File: config.mk
export PLATFORM = sky130hd
export DESIGN_NAME = sfm_cell
export DESIGN_NICKNAME = d
export VERILOG_FILES = /design/src/rtl/sfm_pkg.sv /design/src/rtl/sfm_cell.sv
export SDC_FILE = /design/constraint.sdc
export NUM_CORES = 1
export LEC_CHECK = 0
export BUFFER_PORTS_ARGS = -buffer_cell sky130_fd_sc_hd__buf_4
export CORE_AREA = 8 8 45 47
export DETAILED_ROUTE_END_ITERATION = 8
export DIE_AREA = 0 0 53 55
export PLACE_DENSITY = 0.52
export SYNTH_ARGS = -nofsm -noshare
export SYNTH_HDL_FRONTEND = slang
export SYNTH_SLANG_ARGS = --single-unit
export TNS_END_PERCENT = 100
File: constraint.sdc
create_clock -name i_clk -period 0.8 [get_ports i_clk]
set_input_delay 0.04 -clock i_clk [delete_from_list [all_inputs] [get_ports i_clk]]
set_output_delay 0.04 -clock i_clk [all_outputs]
set_load 0.005 [all_outputs]
File: src/rtl/sfm_pkg.sv
package sfm_pkg;

    // Default sizes of the pattern table
    localparam int NUM_PATTERNS_DEF = 8;
    localparam int MAX_PAT_LEN_DEF  = 16;

    // Field widths fixed by the item format
    localparam int OP_W    = 2;
    localparam int SLOT_W  = 3;
    localparam int BIDX_W  = 4;
    localparam int BYTE_W  = 8;
    localparam int PLEN_W  = 5;
    localparam int POS_W   = 40;
    localparam int CFG_IDX_W = 1;

    localparam logic [POS_W-1:0] POS_MAX = {POS_W{1'b1}};

    // Item operations
    typedef enum logic [OP_W-1:0] {
        OP_LOAD_BYTE = 2'd0,
        OP_LOAD_ATTR = 2'd1,
        OP_FILE_BYTE = 2'd2,
        OP_EOF       = 2'd3
    } t_op;

    // Configuration register indexes
    localparam logic [CFG_IDX_W-1:0] CFG_MIN_SIZE = 1'b0;
    localparam logic [CFG_IDX_W-1:0] CFG_MAX_SIZE = 1'b1;

    // Control from the top level to one slot
    typedef struct packed {
        logic              byte_we;
        logic              attr_we;
        logic              file_byte;
        logic              clr;
        logic [BIDX_W-1:0] idx;
        logic [BYTE_W-1:0] value;
        logic [PLEN_W-1:0] len;
        logic              len_ok;
        logic              anchored;
        logic [POS_W-1:0]  start;
        logic              negate;
        logic              enable;
    } t_slot_ctl;

    // Status of one slot
    typedef struct packed {
        logic enabled;
        logic negated;
        logic hit;
    } t_slot_stat;

endpackage

File: src/rtl/sfm_cell.sv
module sfm_cell import sfm_pkg::*; (
    input  logic              i_clk,
    input  logic              i_rst_n,
    input  logic              i_shift,
    input  logic              i_clr,
    input  logic [BYTE_W-1:0] i_byte,
    output logic [BYTE_W-1:0] o_byte
);
    logic [BYTE_W-1:0] r_byte;

    // One window stage: takes its neighbor's byte on each file byte
    always_ff @(posedge i_clk) begin
        if (!i_rst_n || i_clr) begin
            r_byte <= '0;
        end else if (i_shift) begin
            r_byte <= i_byte;
        end
    end

    assign o_byte = r_byte;
endmodule

# [Word-level counts from Yosys, hierarchy flattened]
# Index checks and enable logic that the tools add are counted.
[classes] n_reduce_logical=2
[op_table] operator="logical NOT 1 bit" count=1
[op_table] operator="logical OR 1 bit" count=1
[totals] ff_bits=8 inputBits=12 output_inout_bits=8 elab_cells=3

# [Longest topological paths before layout]
# Gate-level depths: netlist of the first run.
[logic_depth] word_depth=2 ltp_mapped=3 ltp_nobuf=2

# [Least setup slack after synthesis of the first run]
# Ideal clock, no wire load.
[synth_timing] path_kind="reg-to-reg" start="register o_byte[0] (netlist name)" end="register r_byte[0], in the netlist o_byte[0]" arrival_ns=0.450 setup_slack_ns=0.234 period_less_slack_ns=0.566 stages_incl_launch_ff=3 required_time_ns=0.684 path_buffers=0 path_cell_list="dfxtp_1 -> mux2i_1 -> nor2_1"
[synth_lines] element="to (signal assigned)" line="sfm_cell.sv:16" rtl="r_byte <= i_byte;"
[synth_lines] element="to (decl)" line="sfm_cell.sv:9" rtl="logic [BYTE_W-1:0] r_byte;"

# [Final worst setup path of the first run]
[layout_timing] start="register r_byte[0], in the netlist o_byte[0]" end="output o_byte[0]"
[layout_lines] element="to (decl)" line="sfm_cell.sv:7" rtl="output logic [BYTE_W-1:0] o_byte"
# No word-level cell between the ends.

==> results_tabular.tex, run 1 <==
\begin{tabular}{lr}
\hline
Metric & Value \\
\hline
\multicolumn{2}{l}{\textbf{Status}} \\
Outcome & finished, final reports clean \\
\multicolumn{2}{l}{\textbf{Clock tree}} \\
Max H-tree Level & 1 \\
Clock latency on the worst-skew pair & 0.25 ns \\
Cell at the root of the clock tree & clkbuf\_4 \\
Clock buffer depth & 2 \\
Clock-pin slew on the worst setup and hold paths & 0.06 ns \\
Number of buffers inserted for hold repair after clock tree synthesis & 0 \\
Number of cells upsized or downsized after cts & 0 \\
TritonCTS clock tree & yes \\
Number of buffers inserted during clock tree synthesis & 3 \\
Count of clock tree sinks & 8 \\
Total setup buffers inserted after CTS & 0 \\
\multicolumn{2}{l}{\textbf{Global routing}} \\
Remaining global-route overflow & 0 \\
Number of antenna violations at the first check in global routing & 0 \\
Pin count of the biggest net entering global routing & 9 \\
Wire length of the first global-routing pass & 1131 um \\
Total global routing track utilization & 0.05638 \\
Vias in the first global route & 251 \\
\multicolumn{2}{l}{\textbf{Yosys}} \\
Synth Instances & 27 \\
Synth area leaders & dfxtp\_1, mux2i\_1, nor2\_1 \\
Share of the yosys chip area belonging to registers & 0.5470 \\
Number of distinct standard cells referenced by the synthesized netlist & 6 \\
Mean post-synth cell area & 10.84 um2 \\
Synth Warn \# & 0 \\
Net count of the mapped netlist & 39 \\
Cell accounting for the most synthesized area & dfxtp\_1 \\
\#FFs+latches synth & 8 \\
Synthesized cell area & 292.8 um2 \\
Yosys top cell area share & 0.5470 \\
\multicolumn{2}{l}{\textbf{Drt}} \\
Mean number of vias per cell & 4.063 \\
Count of nets left with antenna violations after detail routing & 0 \\
DRC Markers & 0 \\
Total Wirelength & 777 um \\
Metal1 wirelength & 269 um \\
Via count & 256 \\
Number of detailed-route iterations in the first pass & 2 \\
Topmost layer with routed signal wires & met4 \\
Wire length on met2 & 401 um \\
DRC marker count from the first detailed-route iteration & 1 \\
Met3 wire len & 80 um \\
Average wire per cell in the routed design & 12.33 um \\
\multicolumn{2}{l}{\textbf{Finish}} \\
Number of flip-flops under the largest register name & 8 \\
Number of fill cells & 161 \\
Layout area overhead & 57.69\% \\
Nets & 61 \\
Summed area of non-filler cells in the final layout & 461.7 um2 \\
Share of final-layout standard cells stronger than drive strength 1 & 0.4681 \\
Antenna diode count & 0 \\
Post-layout instance count excluding filler cells & 63 \\
\multicolumn{2}{l}{\textbf{Critical path}} \\
Worst R2R Start & o\_byte[0]\$\_SDFFE\_PP0P\_ \\
Start point of the critical path & o\_byte[0]\$\_SDFFE\_PP0P\_ \\
Worst Path Required & 0.76 ns \\
Levels on crit path & 1 \\
Critical path endpoint category & output port \\
Setup crit start kind & flip-flop \\
Reg2Reg Setup Slack & 0.19 ns \\
Arrival time worst endpoint & 0.70 ns \\
Cell with the biggest individual delay on the critical path & dfxtp\_1 \\
Depth of the most critical reg-to-reg path & 2 \\
Largest fanout on the critical path & 2 \\
Buffer and inverter count on the worst path & 1 \\
R2R Path End & o\_byte[0]\$\_SDFFE\_PP0P\_ \\
Crit path to & o\_byte[0] \\
CP delay by family, top & flip-flops \\
Peak per-stage delay on the critical path & 0.33 ns \\
Crit path cell chain & buf\_4 \\
Critical path class & flip-flop to output port \\
\multicolumn{2}{l}{\textbf{Pwr}} \\
Power density of the placed cells & 1807 nW/um2 \\
Static leakage & 0.0002341 uW \\
Worst vdd ir & 611.9 uV \\
\multicolumn{2}{l}{\textbf{Timing}} \\
Final setup skew & 0 ns \\
Final clock period utilization by the worst path & 0.9233 \\
Period minus WS final & 0.7386 ns \\
Slew HR & 0.7955 \\
Highest clock rate & 1354 MHz \\
Hold WS & 0.02557 ns \\
Final hold viol count & 0 \\
Setup-violating endpoint count in the final report & 0 \\
TNS Setup & 0 ns \\
RSZ-0062 raised after global routing & false \\
Max Transition Viols Final & 0 \\
Transition time at the pin with the least slew margin & 0.3067 ns \\
\multicolumn{2}{l}{\textbf{Floorplanning}} \\
Starting Density & 0.2116 \\
Chip height & 55 um \\
Number of placement rows & 14 \\
Core footprint & 1384 um2 \\
Full die area & 2915 um2 \\
Count of boundary I/O pins & 20 \\
Horiz. Die Dim & 53 um \\
\multicolumn{2}{l}{\textbf{Job}} \\
Max Cap Violations & 0 \\
\multicolumn{2}{l}{\textbf{Worst hold path}} \\
Hold Path Cell Cnt & 3 \\
Type of the tightest min-delay check & input pin to flip-flop \\
\multicolumn{2}{l}{\textbf{Placed design}} \\
Standard cell area after detailed placement & 439.2 um2 \\
Dpl cells & 60 \\
Count of input and output buffers & 19 \\
Placer's final routability congestion estimate & 0.6177 \\
\hline
\end{tabular}
## layout by cell type (no fill, tap or decap), drive strengths merged
master and instances:
dfxtp 8, nand2b 1, clkbuf 3, nor2 8, buf 19, mux2i 8
## layout make-up
cell class,instances,area (um2),share of cell area
sequential,8,160.2,0.3469
timing repair buffer,19,142.6,0.3089
multi-input combinational,17,116.4,0.2520
clock buffer,3,22.52,0.04878
tap,16,20.02,0.04336
## layer usage
metal  vias to the layer above  GRT usage
met5                         -          0
met4                         0    0.07759
met3                         2    0.03209
met2                         9    0.08398
met1                       115    0.04580
li1                        130          -
## logic make-up (layout without fill, tap and decap cells)
logic type    Yosys count  after routing  share of synthesized area
mux                     8              8                     0.2735
flops                   8              8                     0.5470
simple gates            9              9                     0.1239
buf+inv                 2             22                    0.05554
## worst min-delay path by stage
stage,end,from
final,o_byte[7]$_SDFFE_PP0P_,i_byte[7]
after global routing,o_byte[7]$_SDFFE_PP0P_,i_byte[7]
after CTS,o_byte[7]$_SDFFE_PP0P_,i_byte[7]
after detailed placement,o_byte[7]$_SDFFE_PP0P_,i_byte[7]
after global placement,o_byte[4]$_SDFFE_PP0P_,i_byte[4]
after floorplan,o_byte[0]$_SDFFE_PP0P_,i_byte[0]
## through the flow
stage          total power, uW  worst slack, ns    util
6_report                 834.2          0.06137  0.3336
5_1_grt                  881.1          0.03419  0.3336
4_1_cts                  855.9          0.05184  0.3336
3_5_place_dp             536.0           0.1487  0.3174
3_3_place_gp             535.5           0.1478  0.3174
2_1_floorplan            475.2           0.2338       -
## power breakdown
part | switching, uW | internal [uW] | total, uW | leakage [uW]
sequential | 6.00 | 412 | 418 | 0.0000652
combinational | 37.9 | 69.4 | 107 | 0.000155
clock | 137 | 172 | 309 | 0.0000138
total | 181 | 653 | 834 | 0.000234
## worst reg2reg max path, delay by kind of cell (launching register included)
family,cells,cell delay (ns)
flops,1,0.31
mux,1,0.13
simple gates,1,0.05
## Yosys cell counts (all sizes together)
library cell	number
nand2b	1
clkbuf	1
dfxtp	8
mux2i	8
buf	1
nor2	8
No activity file was read; power rests on OpenSTA's default activity.
==> inputs of run 2 (changes only) <==
- clock period: 0.8 -> 0.9 ns (I/O delays scaled with it)
==> run 2 against run 1 <==
Sequential power fell by 11%. Non-clock buffer count stayed put. Global-route usage rose by 0.17 points. Critical path type unchanged. Cell area is the same. Clock-buffer cell count did not move. Critical path depth unchanged. Worst setup slack gained 0.10 ns. Largest power group unchanged.
==> results_tabular.tex, run 2 (same netlist as run 1, synthesis figures left out) <==
\begin{tabular}{lr}
\hline
Metric & Value \\
\hline
\multicolumn{2}{l}{\textbf{Pwr}} \\
Worst vdd ir & 532.3 uV (was 611.9 uV) \\
Power density of the placed cells & 1593 nW/um2 (was 1807 nW/um2) \\
Static leakage & 0.0002341 uW (unchanged) \\
\multicolumn{2}{l}{\textbf{Critical path}} \\
Arrival time worst endpoint & 0.69 ns (was 0.70 ns) \\
Worst R2R Start & o\_byte[6]\$\_SDFFE\_PP0P\_ (was o\_byte[0]\$\_SDFFE\_PP0P\_) \\
Cell with the biggest individual delay on the critical path & dfxtp\_1 (unchanged) \\
CP delay by family, top & flip-flops (unchanged) \\
Buffer and inverter count on the worst path & 1 (unchanged) \\
Peak per-stage delay on the critical path & 0.33 ns (about the same) \\
Critical path endpoint category & output port (unchanged) \\
Setup crit start kind & flip-flop (unchanged) \\
Crit path cell chain & buf\_4 (unchanged) \\
Worst Path Required & 0.85 ns (was 0.76 ns) \\
Depth of the most critical reg-to-reg path & 2 (unchanged) \\
Largest fanout on the critical path & 2 (unchanged) \\
Reg2Reg Setup Slack & 0.29 ns (was 0.19 ns) \\
R2R Path End & o\_byte[6]\$\_SDFFE\_PP0P\_ (was o\_byte[0]\$\_SDFFE\_PP0P\_) \\
Critical path class & flip-flop to output port (unchanged) \\
\multicolumn{2}{l}{\textbf{Worst hold path}} \\
Type of the tightest min-delay check & input pin to flip-flop (unchanged) \\
Hold Path Origin & i\_byte[4] (was i\_byte[7]) \\
Hold endpoint & o\_byte[4]\$\_SDFFE\_PP0P\_ (was o\_byte[7]\$\_SDFFE\_PP0P\_) \\
Hold Path Cell Cnt & 3 (unchanged) \\
\multicolumn{2}{l}{\textbf{Floorplanning}} \\
Horiz. Die Dim & 53 um (unchanged) \\
Chip height & 55 um (unchanged) \\
Core footprint & 1384 um2 (unchanged) \\
Full die area & 2915 um2 (unchanged) \\
Number of placement rows & 14 (unchanged) \\
Count of boundary I/O pins & 20 (unchanged) \\
Starting Density & 0.2116 (unchanged) \\
\multicolumn{2}{l}{\textbf{Global routing}} \\
Number of antenna violations at the first check in global routing & 0 (unchanged) \\
Wire length of the first global-routing pass & 1104 um (was 1131 um) \\
Vias in the first global route & 248 (was 251) \\
Total global routing track utilization & 0.05808 (was 0.05638) \\
Pin count of the biggest net entering global routing & 9 (unchanged) \\
Remaining global-route overflow & 0 (unchanged) \\
\multicolumn{2}{l}{\textbf{Timing}} \\
Max Transition Viols Final & 0 (unchanged) \\
Slew HR & 0.8062 (was 0.7955) \\
Period minus WS final & 0.7371 ns \\
Highest clock rate & 1357 MHz \\
Final hold viol count & 0 (unchanged) \\
RSZ-0062 raised after global routing & false (unchanged) \\
TNS Setup & 0 ns (unchanged) \\
Final clock period utilization by the worst path & 0.8191 \\
Transition time at the pin with the least slew margin & 0.2907 ns (was 0.3067 ns) \\
Setup-violating endpoint count in the final report & 0 (unchanged) \\
Final setup skew & 0 ns (unchanged) \\
\multicolumn{2}{l}{\textbf{Clock tree}} \\
TritonCTS clock tree & yes (unchanged) \\
Number of cells upsized or downsized after cts & 0 (unchanged) \\
Number of buffers inserted during clock tree synthesis & 3 (unchanged) \\
Clock buffer depth & 2 (unchanged) \\
Count of clock tree sinks & 8 (unchanged) \\
Total setup buffers inserted after CTS & 0 (unchanged) \\
Max H-tree Level & 1 (unchanged) \\
Clock-pin slew on the worst setup and hold paths & 0.05 ns (was 0.06 ns) \\
Number of buffers inserted for hold repair after clock tree synthesis & 0 (unchanged) \\
Clock latency on the worst-skew pair & 0.25 ns (about the same) \\
Cell at the root of the clock tree & clkbuf\_4 (unchanged) \\
\multicolumn{2}{l}{\textbf{Drt}} \\
Mean number of vias per cell & 3.857 (was 4.063) \\
Total Wirelength & 715 um (was 777 um) \\
Number of detailed-route iterations in the first pass & 1 (was 2) \\
DRC Markers & 0 (unchanged) \\
DRC marker count from the first detailed-route iteration & 0 (was 1) \\
Via count & 243 (was 256) \\
Average wire per cell in the routed design & 11.35 um (was 12.33 um) \\
Count of nets left with antenna violations after detail routing & 0 (unchanged) \\
\multicolumn{2}{l}{\textbf{Placed design}} \\
Placer's final routability congestion estimate & 0.6257 (was 0.6177) \\
Count of input and output buffers & 19 (unchanged) \\
Dpl cells & 60 (unchanged) \\
\multicolumn{2}{l}{\textbf{Finish}} \\
Most common cell after layout, fill and taps aside & buf\_4 (unchanged) \\
Number of flip-flops under the largest register name & 8 (unchanged) \\
Antenna diode count & 0 (unchanged) \\
Nets & 61 (unchanged) \\
Layout area overhead & 57.69\% (unchanged) \\
Commonest cells after routing, fill and taps aside & buf\_4, mux2i\_1, nor2\_1, dfxtp\_1, clkbuf\_4 (unchanged) \\
Post-layout instance count excluding filler cells & 63 (unchanged) \\
Share of final-layout standard cells stronger than drive strength 1 & 0.4681 (unchanged) \\
\multicolumn{2}{l}{\textbf{Job}} \\
Max Cap Violations & 0 (unchanged) \\
\multicolumn{2}{l}{\textbf{Status}} \\
Outcome & finished, final reports clean (unchanged) \\
\hline
\end{tabular}
run 2: worst register-to-register path, cell delays in order, from the launching register on:
cell and delay (ns):
dfxtp_1 0.31, mux2i_1 0.13, nor2_1 0.05
run 2: cell type report:
type	count	area, um2
sequential	8	160.2
fill	153	922.1
timing repair buffer	19	142.6
clock buffer	3	22.52
tap	16	20.02
multi-input combinational	17	116.4
run 2: worst max-delay path by stage:
stage / from / endpoint / cells after the start
6_report: o_byte[0]$_SDFFE_PP0P_ / o_byte[0] / 1
3_5_place_dp: i_clr / o_byte[3]$_SDFFE_PP0P_ / 3
2_1_floorplan: o_byte[0]$_SDFFE_PP0P_ / o_byte[0]$_SDFFE_PP0P_ / 2
5_1_grt: o_byte[4]$_SDFFE_PP0P_ / o_byte[4] / 1
4_1_cts: o_byte[0]$_SDFFE_PP0P_ / o_byte[0] / 1
3_3_place_gp: i_clr / o_byte[5]$_SDFFE_PP0P_ / 3
run 2: where the power goes:
| group | internal (uW) | switching [uW] |
|---|---|---|
| registers | 366 | 5.49 |
| logic | 61.7 | 33.2 |
| clock network | 152 | 116 |
run 2: per-stage QoR:
stage	setup slack [ns]	hold slack (ns)	utilization	area, um2	total power, uW
floorplan	0.3338	0.1922	-	292.8	422.4
global placement	0.2720	0.2797	0.3174	439.2	476.1
detailed placement	0.2716	0.2912	0.3174	439.2	476.5
CTS	0.1412	0.02481	0.3336	461.7	752.6
global route	0.09498	0.01776	0.3336	461.7	802.4
finish	0.1629	0.03078	0.3336	461.7	735.3
run 2: layer usage:
metal | wire length, um | track usage | up-vias
met5 | 0 | 0 | -
met4 | 0 | 0.07759 | 0
met3 | 60 | 0.04278 | 0
met2 | 414 | 0.08398 | 7
met1 | 241 | 0.04441 | 108
li1 | - | - | 128
