[src/rtl/sfm_pkg.sv]
package sfm_pkg;

    // Default sizes of the pattern table
    localparam int NUM_PATTERNS_DEF = 8;
    localparam int MAX_PAT_LEN_DEF  = 16;

    // Field widths fixed by the item format
    localparam int OP_W    = 2;
    localparam int SLOT_W  = 3;
    localparam int BIDX_W  = 4;
    localparam int BYTE_W  = 8;
    localparam int PLEN_W  = 5;
    localparam int POS_W   = 40;
    localparam int CFG_IDX_W = 1;

    localparam logic [POS_W-1:0] POS_MAX = {POS_W{1'b1}};

    // Item operations
    typedef enum logic [OP_W-1:0] {
        OP_LOAD_BYTE = 2'd0,
        OP_LOAD_ATTR = 2'd1,
        OP_FILE_BYTE = 2'd2,
        OP_EOF       = 2'd3
    } t_op;

    // Configuration register indexes
    localparam logic [CFG_IDX_W-1:0] CFG_MIN_SIZE = 1'b0;
    localparam logic [CFG_IDX_W-1:0] CFG_MAX_SIZE = 1'b1;

    // Control from the top level to one slot
    typedef struct packed {
        logic              byte_we;
        logic              attr_we;
        logic              file_byte;
        logic              clr;
        logic [BIDX_W-1:0] idx;
        logic [BYTE_W-1:0] value;
        logic [PLEN_W-1:0] len;
        logic              len_ok;
        logic              anchored;
        logic [POS_W-1:0]  start;
        logic              negate;
        logic              enable;
    } t_slot_ctl;

    // Status of one slot
    typedef struct packed {
        logic enabled;
        logic negated;
        logic hit;
    } t_slot_stat;

endpackage

[src/rtl/sfm_slot.sv]
module sfm_slot import sfm_pkg::*; #(
    parameter int MAX_PAT_LEN = MAX_PAT_LEN_DEF
) (
    input  logic                               i_clk,
    input  logic                               i_rst_n,
    input  t_slot_ctl                          i_ctl,
    input  logic [MAX_PAT_LEN-1:0][BYTE_W-1:0] i_win,
    input  logic [POS_W-1:0]                   i_pos,
    output t_slot_stat                         o_stat
);
    localparam int IW = (MAX_PAT_LEN > 1) ? $clog2(MAX_PAT_LEN) : 1;
    localparam int CW = 8;

    logic [MAX_PAT_LEN-1:0][BYTE_W-1:0] r_pat;
    logic [PLEN_W-1:0]                  r_len;
    logic                               r_anchor;
    logic [POS_W:0]                     r_end;
    logic                               r_neg;
    logic                               r_en;
    logic                               r_hit;
    logic [MAX_PAT_LEN-1:0]             w_ok;
    logic                               w_body;
    logic                               w_far;
    logic                               w_at;
    logic                               w_hit;

    // Pattern bytes, attributes: no reset, loaded before use
    always_ff @(posedge i_clk) begin
        if (i_ctl.byte_we) begin
            r_pat[i_ctl.idx[IW-1:0]] <= i_ctl.value;
        end
        if (i_ctl.attr_we) begin
            r_len    <= i_ctl.len;
            r_anchor <= i_ctl.anchored;
            r_neg    <= i_ctl.negate;
            // last byte offset of an anchored pattern
            r_end    <= {1'b0, i_ctl.start} + (POS_W+1)'(i_ctl.len) - (POS_W+1)'(1);
        end
    end

    // Window position k holds pattern byte len-1-k
    always_comb begin
        for (int k = 0; k < MAX_PAT_LEN; k++) begin
            logic [CW-1:0] v_pi;
            v_pi = CW'(r_len) - CW'(k) - CW'(1);
            w_ok[k] = (CW'(k) >= CW'(r_len)) || (r_pat[v_pi[IW-1:0]] == i_win[k]);
        end
    end

    assign w_body = &w_ok;
    assign w_far  = ({1'b0, i_pos} + (POS_W+1)'(1)) >= (POS_W+1)'(r_len);
    assign w_at   = !r_anchor || (r_end == {1'b0, i_pos});
    assign w_hit  = r_en && w_body && w_far && w_at;

    // Enable and sticky hit flag
    always_ff @(posedge i_clk) begin
        if (!i_rst_n) begin
            r_en  <= 1'b0;
            r_hit <= 1'b0;
        end else begin
            if (i_ctl.attr_we) begin
                r_en <= i_ctl.len_ok && i_ctl.enable;
            end
            if (i_ctl.attr_we || i_ctl.clr) begin
                r_hit <= 1'b0;
            end else if (i_ctl.file_byte && w_hit) begin
                r_hit <= 1'b1;
            end
        end
    end

    assign o_stat.enabled = r_en;
    assign o_stat.negated = r_neg;
    assign o_stat.hit     = r_hit;
endmodule

[config.mk]
export PLATFORM = sky130hd
export DESIGN_NAME = sfm_slot
export DESIGN_NICKNAME = d
export VERILOG_FILES = /design/src/rtl/sfm_pkg.sv /design/src/rtl/sfm_slot.sv
export SDC_FILE = /design/constraint.sdc
export NUM_CORES = 1
export LEC_CHECK = 0
export BUFFER_PORTS_ARGS = -buffer_cell sky130_fd_sc_hd__buf_2
export CORE_ASPECT_RATIO = 0.7
export CORE_UTILIZATION = 40
export CTS_BUF_LIST = sky130_fd_sc_hd__clkbuf_4 sky130_fd_sc_hd__clkbuf_8 sky130_fd_sc_hd__clkbuf_16
export DETAILED_ROUTE_END_ITERATION = 12
export GPL_ROUTABILITY_DRIVEN = 0
export PLACE_DENSITY = 0.69
export SETUP_SLACK_MARGIN = 0.2
export SLEW_MARGIN = 20
export SYNTH_ARGS = -nofsm -noshare
export SYNTH_HDL_FRONTEND = slang
export SYNTH_SLANG_ARGS = --single-unit
[constraint.sdc]
create_clock -name i_clk -period 5.95 [get_ports i_clk]
set_clock_uncertainty 0.05 [all_clocks]
set_input_delay 1.785 -clock i_clk [delete_from_list [all_inputs] [get_ports i_clk]]
set_output_delay 1.785 -clock i_clk [all_outputs]
set_load 0.05 [all_outputs]
Yosys cells after proc, flatten, opt, wreduce, memory -nomap -nowiden
Cells that the tools add are included.
Widths: inputs -> output; s select.
- flip-flop bits (word level): 178
- bits in latches: 0
- memory bits (writable): 0
- memory bits (read-only): 0
- input port bits: 235
- output and inout port bits: 3
- word-level logic and storage cells: 170
- memories kept: 0
- add/subtract/negate cells: 33
- $mul: 0
- divide/modulo/power cells: 0
- order comparisons: 35
- equality and inequality tests: 17
- shifts and indexed selects: 0
- muxes and demuxes: 35
- bitwise logic cells: 1
- reductions and logical operators: 27
- operators by type and width (kind ; count):
    $bmux 8 s4 ; 16
    $mux 8 ; 17
    $bwmux 128 ; 1
    $eq 8x8->1 ; 16
    $lt 4x5->1 const B ; 17
    $sub 4x2->4 const B ; 17
    $add 40x1->41 const B ; 1
    $add 40x5->41 ; 1
    $eq 41x40->1 ; 1
    $ge 41x5->1 ; 1
    $sub 41x1->41 const B ; 1
    $ge 4x5->1 const A ; 8
    $demux 8 s4 ; 1
    $sub 4x4->4 const B ; 8
    $ge 3x5->1 const A ; 4
    $logic_or 1x1->1 ; 18
    $reduce_and 16->1 ; 1
    $sub 4x3->4 const B ; 4
    $ge 1x5->1 const A ; 2
    $ge 2x5->1 const A ; 2
    $logic_and 1x1->1 ; 6
    $ge 4x1->1 const B ; 1
    $sub 4x1->4 const B ; 1
    $reduce_or 2->1 ; 1
    2 further kinds ; 2

Longest topological paths before layout
Gate-level depths: netlist of the first run.
- depth after elaboration: 11
- gate-level depth with buffers: 19
- mapped depth without buffers: 16

Least setup slack after synthesis of the first run
No wires, ideal clock.
- path kind: reg2reg
- start: reg r_len[1]
- end: reg r_hit
- setup time: 69 ps
- data arrival time: 4587 ps
- required time: 5831 ps
- setup slack: 1244 ps
- stages on the path, launching flop included: 18
- buffers on the path: 7
- clock period less this slack: 4706 ps
- cell sequence: edfxtp_1 -> clkbuf_1 -> buf_2 -> buf_2 -> buf_1 -> inv_1 -> ha_1 -> buf_2 -> buf_2 -> buf_1 -> mux4_2 -> mux4_2 -> xor2_1 -> nor4_1 -> a21oi_1 -> nor4_1 -> o2111ai_1 -> o21ai_1
- cells in the longest elaborated chain, start to end: 11
- elaborated cells on any way between the ends: 116
- classes of those cells: add/sub: 30; order compare: 17; eq/ne: 16; mux: 32; reduce/logical: 21
- ends and longest elaborated chain (what ; line ; RTL):
    start, declared ; sfm_slot.sv:15 ; logic [PLEN_W-1:0] r_len;
    start signal, assigned ; sfm_slot.sv:33 ; r_len <= i_ctl.len;
    $sub 4x1->4 (tied with other cells) ; sfm_slot.sv:45 ; v_pi = CW'(r_len) - CW'(k) - CW'(1);
    $sub 4x2->4 ; sfm_slot.sv:45 ;
    $bmux 8 s4 ; sfm_slot.sv:46 ; w_ok[k] = (CW'(k) >= CW'(r_len)) || (r_pat[v_pi[IW-1:0]] == i_win[k]);
    $mux 8 (implied by the code) ; sfm_slot.sv:46 ;
    $eq 8x8->1 ; sfm_slot.sv:46 ;
    $logic_or 1x1->1 ; sfm_slot.sv:46 ;
    $reduce_and 16->1 ; sfm_slot.sv:50 ; assign w_body = &w_ok;
    $logic_and 1x1->1 ; sfm_slot.sv:53 ; assign w_hit = r_en && w_body && w_far && w_at;
    $logic_and 1x1->1 (*) (2 in a row) ; sfm_slot.sv:53 ;
    $logic_and 1x1->1 (*) ; sfm_slot.sv:66 ; end else if (i_ctl.file_byte && w_hit) begin
    end signal, assigned ; sfm_slot.sv:59 ; r_hit <= 1'b0;
    end signal, assigned ; sfm_slot.sv:65 ; r_hit <= 1'b0;
    end signal, assigned ; sfm_slot.sv:67 ; r_hit <= 1'b1;
    end, declared ; sfm_slot.sv:20 ; logic r_hit;
Every way passes the cells marked *; elsewhere a longest branch is shown, timed or not. The select of a mux whose other input is x is not followed.
A chain may end at the register's enable or synchronous reset.

Final worst setup path of the first run
- start: reg r_len[0]
- end: reg r_hit
Same word-level chain as after synthesis.

==> results of run 1 <==
[cells in the final DEF (no fill, tap or decap), drive strengths merged, types with 15 or more instances in the layout]
| cell | synthesis | routed |
|---|---|---|
| nor3 | 30 | 30 |
| xor2 | 77 | 77 |
| nand3 | 28 | 28 |
| a21o | 15 | 15 |
| mux4 | 264 | 264 |
| mux2i | 180 | 180 |
| nand4 | 49 | 49 |
| edfxtp | 176 | 176 |
| a21oi | 45 | 45 |
| o21ai | 34 | 34 |
| xnor2 | 147 | 147 |
| inv | 78 | 84 |
| ha | 64 | 64 |
| nor4 | 22 | 22 |
| nor2 | 67 | 67 |
| nand2 | 36 | 36 |
| buf | 64 | 282 |
| clkbuf | 28 | 17 |
[metrics by stage]
step | utilization (%) | worst slack [ns] | area [um^2] | hold WS, ns
6_report | 46.0 | 0.598 | 22000 | 0.481
5_1_grt | 46.0 | 0.434 | 22000 | 0.507
4_1_cts | 46.0 | 0.877 | 22000 | 0.477
3_5_place_dp | 44.8 | 0.440 | 21400 | 0.465
3_3_place_gp | 44.8 | 0.588 | 21400 | 0.452
2_1_floorplan | - | 1.24 | 19400 | 0.429
[how the worst max path moves through the flow]
stage,startpoint,endpoint,slack [ns],cells past startpoint
4_1_cts,r_len[0],r_hit,0.88,13
3_5_place_dp,i_ctl[45],r_end[37],0.44,17
5_1_grt,r_len[0],r_hit,0.43,13
3_3_place_gp,i_ctl[45],r_end[37],0.59,17
6_report,r_len[0],r_hit,0.60,13
2_1_floorplan,r_len[1],r_hit,1.24,17
[flip-flops by register name (all words and copies together), names as in the netlist]
| name | flops |
|---|---|
| r_anchor | 1 |
| r_hit | 1 |
| r_neg | 1 |
| r_pat | 128 |
| r_en | 1 |
| r_end | 41 |
| r_len | 5 |
[cell type report]
cell class | instances | area (um^2) | area share (%)
Timing Repair Buffer | 282 | 1550 | 7.05
Sequential cell | 178 | 5330 | 24.2
Inverter | 79 | 297 | 1.35
Tap cell | 655 | 820 | 3.72
Antenna cell | 5 | 12.5 | 0.0568
Clock buffer | 17 | 425 | 1.93
Clock inverter | 13 | 173 | 0.784
Multi-Input combinational cell | 1213 | 13400 | 61.0
[cells by family (layout without fill, tap and decap cells)]
family,count (synthesis),after routing,share of synthesized area [%]
xor+xnor,224,224,10.4
buf+inv,171,391,3.73
mux,444,444,39.9
compound gates,182,182,6.10
simple gates,298,298,8.18
fa+ha+maj,65,65,4.22
other cells,0,5,0
flops,178,178,27.4
[per-layer routing]
metal / vias to the layer above / global-route usage, % / wire (um)
li1: 6700 / - / -
met1: 7930 / 37.3 / 25700
met2: 1258 / 38.1 / 28100
met3: 164 / 14.8 / 12200
met4: 0 / 10.6 / 2980
met5: - / 0 / 0
[power by group through the flow]
stage	Sequential [uW]	Combinational (uW)	Clock [uW]
final	1540	2240	1180
after global routing	1540	2360	1250
after CTS	1530	2190	1200
after detailed placement	1560	2180	0
after global placement	1560	2140	0
after floorplan	1530	1530	0
[critical path: cells and delay by family (launching register included)]
kind                   cells  cell delay [ns]
flip-flops                 1             0.41
buffers and inverters      3             1.84
AO/OA/AOI/OAI              2             0.28
XOR/XNOR                   1             0.22
multiplexers               3             1.46
AND/OR/NAND/NOR            4             0.96
==> flow_summary.yaml, run 1 <==
power_and_ir_drop:
  clkPwrFrac_pct: 23.8
  switchingPower_uw: 1850
  power_density_nw_per_um2: 225
  switching_share_pct: 37.3
  p_leak_uw: 0.00825
  power_uw: 4960
  combPwrFrac_pct: 45.2
  irDropWorstVdd_uv: 241
  pwr-share-seq_pct: 31.0
  p_int_uw: 3110
layout:
  syn_to_final_growth_pct: 13.4
  layout-drive-gt1-share_pct: 33.2
  nets: 2071
  fill_cells: 4226
  layout.cells.non_filler: 2442
cts:
  cts_resized: 0
  ctsRootBufferMaster: "clkbuf_16"
  cts_tree: "yes"
  clk_pin_slew_ns: 0.07
  clockBufferDepth: 2
  clkLatencyLatePin_ns: 0.48
  htreeDepth: 4
  cts.sinks: 178
  holdBufCountCts: 0
  cts_made_buffers: 17
  post_cts_buffers: 0
detailed_routing:
  drt_pre_antenna_iters: 6
  drtIter0Drc: 2150
  post_drt_via_cell_ratio: 6.57
  wl_um: 69000
  routed-via-count: 16100
  post-route-drc-count: 0
  detail_route.wl_per_cell_um: 28.2
  postRouteAntennaNets: 0
die:
  ioPinCount: 238
  core-area_um2: 47900
  chipWidth_um: 265
  dieArea_um2: 49500
  num_rows: 67
  dieHeight_um: 186
  start_util_pct: 40.6
run:
  drv_cap: 0
place:
  port_buffers: 237
  dpl.cell_count: 2407
  hpwlAfterDp_um: 53100
synth:
  synth_top_area_share_pct: 30.3
  synth_edf_count: 176
  synth_area_um2: 19400
  synth_seq_cells: 178
  synth-seq-area-share_pct: 27.4
  synth.avg_cell_area_um2: 12.4
  yosys.area.top_type: "mux4_2"
  syn_inst: 1562
  synth_area_leaders: "mux4_2 (30%), edfxtp_1 (27%), mux2i_1 (9.3%)"
  yosysMostFrequentCell: "mux4_2"
  synthDistinctLibCells: 71
  synth.net_count: 1862
  postSynth.asyncResetShare_pct: 0
  yosysWarningCount: 0
  ys.flop_type: "edfxtp_1"
  synth_common_cells: "mux4_2 (261), mux2i_1 (180), edfxtp_1 (176), xnor2_1 (142), inv_1 (77)"
setup_path:
  end_kind: "register"
  cp_slowest_cell: "buf_4"
  worstPathRequired_ns: 6.29
  worst_path_most_repeated_cell: "buf_4"
  cp_max_fo: 48
  slowest_delay_ns: 0.71
  r2r.worst_path.cells: 13
  critPathKind: "register to register"
  cp-start-kind: "register"
  rr_endpoint: "r_hit"
  cp_cell_sequence: "buf_4 -> buf_4 -> buf_4 -> mux4_2 -> mux2i_1 -> mux2i_1 -> xnor2_1 -> nand4_1 -> nor2_1 -> nand4_1 -> nor3_1 -> o2111ai_1 -> o21ai_1"
  r2r_slack_ns: 0.60
  r2r_start: "r_len[0]"
  arrival_ns: 5.69
sta:
  finalSetupViolations: 0
  final_max_slew_viol_count: 0
  worst_pin_slew_ns: 1.14
  rsz0062_at_grt: "no"
  fin_tns_setup_ns: 0
  period_share_pct: 90.0
  fmax_mhz: 187
  finalCriticalPeriod_ns: 5.35
  hold_viol: 0
  relSlewSlack_pct: 23.8
global_routing:
  overflow: 0
  track_usage_pct: 28.0
  grt_pass1_wl_um: 102000
  grt_pass1_vias: 15700
  grt_max_degree: 71
  antenna_found_initial: 4
hold_path:
  holdPathStages: 2
  worstHoldPathType: "register to register"
  worst_hold_path.endpoint: "r_en"
  min_from: "r_en"
run_status:
  outcome: "completed"
Note: power is estimated with default switching activity, not from simulation.
==> inputs of run 2 (changes only) <==
--- a/config.mk
+++ b/config.mk
@@ -12,6 +12,7 @@
 export DETAILED_ROUTE_END_ITERATION = 12
 export GPL_ROUTABILITY_DRIVEN = 0
 export PLACE_DENSITY = 0.69
+export REMOVE_ABC_BUFFERS = 1
 export SETUP_SLACK_MARGIN = 0.2
 export SLEW_MARGIN = 20
 export SYNTH_ARGS = -nofsm -noshare
==> run 2 against run 1 <==
  * Wire length fell by 0.88%
  * Clock power about the same
  * Flip-flop and latch count did not move
  * Register-to-register slack gained 0.28 ns
  * Utilization barely moved
  * Highest routed layer is now met5
  * Sequential share of layout area barely moved
  * Final cell count barely moved
  * Critical path depth rose by 4
  * Sequential power hardly changed
  * Clock-buffer cell count unchanged
  * Fmax rose by 4.8%
  * Combinational power hardly changed
==> flow_summary.yaml, run 2 (synthesis gave the netlist of run 1 again) <==
run_status:
  outcome: "completed"
setup_path:
  end_kind: "register"
  cp_max_fo: 3
  r2r_slack_ns: 0.88
  r2r_start: "r_len[1]"
  r2r.worst_path.cells: 11
  rr_endpoint: "r_hit"
  endpoint: "r_end[37]"
  arrival_ns: 5.27
  critPathKind: "input pin to register"
  crit_start: "i_ctl[45]"
  cp-start-kind: "input pin"
  worstPathRequired_ns: 6.11
layout:
  final_cell_mix: "mux4_2 (261), buf_2 (237), mux2i_1 (180)"
  layout.area.seq_um2: 5330
  utilization_pct: 46.1
  layout-drive-gt1-share_pct: 33.5
  nets: 2071
  fill_cells: 4326
  largest_reg_flops: 128
  final_common_cell: "mux4_2"
  multi_input_area_um2: 13400
  syn_to_final_growth_pct: 13.5
detailed_routing:
  detail_route.wl_per_cell_um: 28.0
  drtIter0Drc: 2600
  drt_pre_antenna_iters: 5
  postRouteAntennaNets: 0
  post_drt_via_cell_ratio: 6.58
  post-route-drc-count: 0
  routed-via-count: 16000
  wl_um: 68300
global_routing:
  antenna_found_initial: 3
  overflow: 0
  grt_pass1_wl_um: 100000
  grt_max_degree: 127
  track_usage_pct: 27.5
  grt_pass1_vias: 15500
die:
  dieHeight_um: 186
  ioPinCount: 238
  core-area_um2: 47900
  dieArea_um2: 49500
  start_util_pct: 40.6
  chipWidth_um: 265
  num_rows: 67
power_and_ir_drop:
  power_uw: 4980
  switchingPower_uw: 1920
  combPwrFrac_pct: 45.1
  irDropWorstVdd_uv: 259
  p_leak_uw: 0.00826
  clkPwrFrac_pct: 24.0
  p_int_uw: 3060
  switching_share_pct: 38.6
  pwr-share-seq_pct: 30.9
  power_density_nw_per_um2: 226
sta:
  finalSetupViolations: 0
  holdWs_ns: 0.488
  rsz0062_at_grt: "no"
  hold_viol: 0
  period_share_pct: 85.8
  worst_pin_slew_ns: 1.18
  finalCriticalPeriod_ns: 5.11
  fin_tns_setup_ns: 0
  final_max_slew_viol_count: 0
  relSlewSlack_pct: 21.1
  fmax_mhz: 196
hold_path:
  worstHoldPathType: "register to register"
cts:
  clk_pin_slew_ns: 0.08
  htreeDepth: 4
  cts.sinks: 178
  cts_tree: "yes"
  clockBufferDepth: 2
  cts_resized: 0
  holdBufCountCts: 0
  cts_made_buffers: 17
  clkLatencyLatePin_ns: 0.47
  post_cts_buffers: 0
  ctsRootBufferMaster: "clkbuf_16"
place:
  port_buffers: 237
  hpwlAfterDp_um: 51900
run:
  drv_cap: 0
## run 2: power groups by stage
stage / registers, uW / clock network [uW] / logic, uW
after CTS: 1540 / 1210 / 2190
final: 1540 / 1200 / 2240
after detailed placement: 1560 / 0 / 2180
after global placement: 1560 / 0 / 2140
after floorplan: 1600 / 0 / 1520
after global routing: 1540 / 1250 / 2360
## run 2: worst min path at each step
stage / start / to / slack (ns) / cells past startpoint
2_1_floorplan: r_anchor / r_hit / 0.61 / 5
3_3_place_gp: r_en / r_en / 0.44 / 2
3_5_place_dp: r_en / r_en / 0.46 / 2
4_1_cts: r_en / r_en / 0.47 / 2
5_1_grt: r_en / r_en / 0.49 / 2
6_report: r_en / r_en / 0.49 / 2
## run 2: metrics by stage
step,setup slack (ns),std cells,area (um^2)
floorplan,-8.29,1470,19000
global placement,0.558,2407,21400
detailed placement,0.406,2407,21400
CTS,0.888,2439,22000
global route,0.628,2439,22100
finish,0.844,2440,22100
## run 2: area by class of cell
cell class / instances / share of cell area, %
Multi-Input combinational cell: 1213 / 60.9
Inverter: 79 / 1.34
Clock buffer: 17 / 1.93
Tap cell: 655 / 3.72
Clock inverter: 15 / 0.806
Timing Repair Buffer: 282 / 7.14
Sequential cell: 178 / 24.1
Antenna cell: 1 / 0.0113
## run 2: per-layer routing
layer,track usage [%],wire [um],vias to the layer above
li1,-,-,6712
met1,37.8,26100,7895
met2,38.1,28700,1277
met3,12.5,11100,162
met4,9.67,2450,2
met5,0,21,-
## run 2: critical path, stage by stage
cell and delay, ns:
buf_2 0.09, inv_1 0.04, ha_1 0.26, inv_1 0.04, ha_1 0.23, inv_1 0.09
fa_1 0.20, nor2b_1 0.07, o31ai_1 0.38, a21oi_1 0.18, o211ai_1 0.19, nand2_1 0.15
o21ai_1 0.34, o211ai_1 0.20, o41ai_1 0.60, o2111ai_1 0.23, xor2_1 0.17
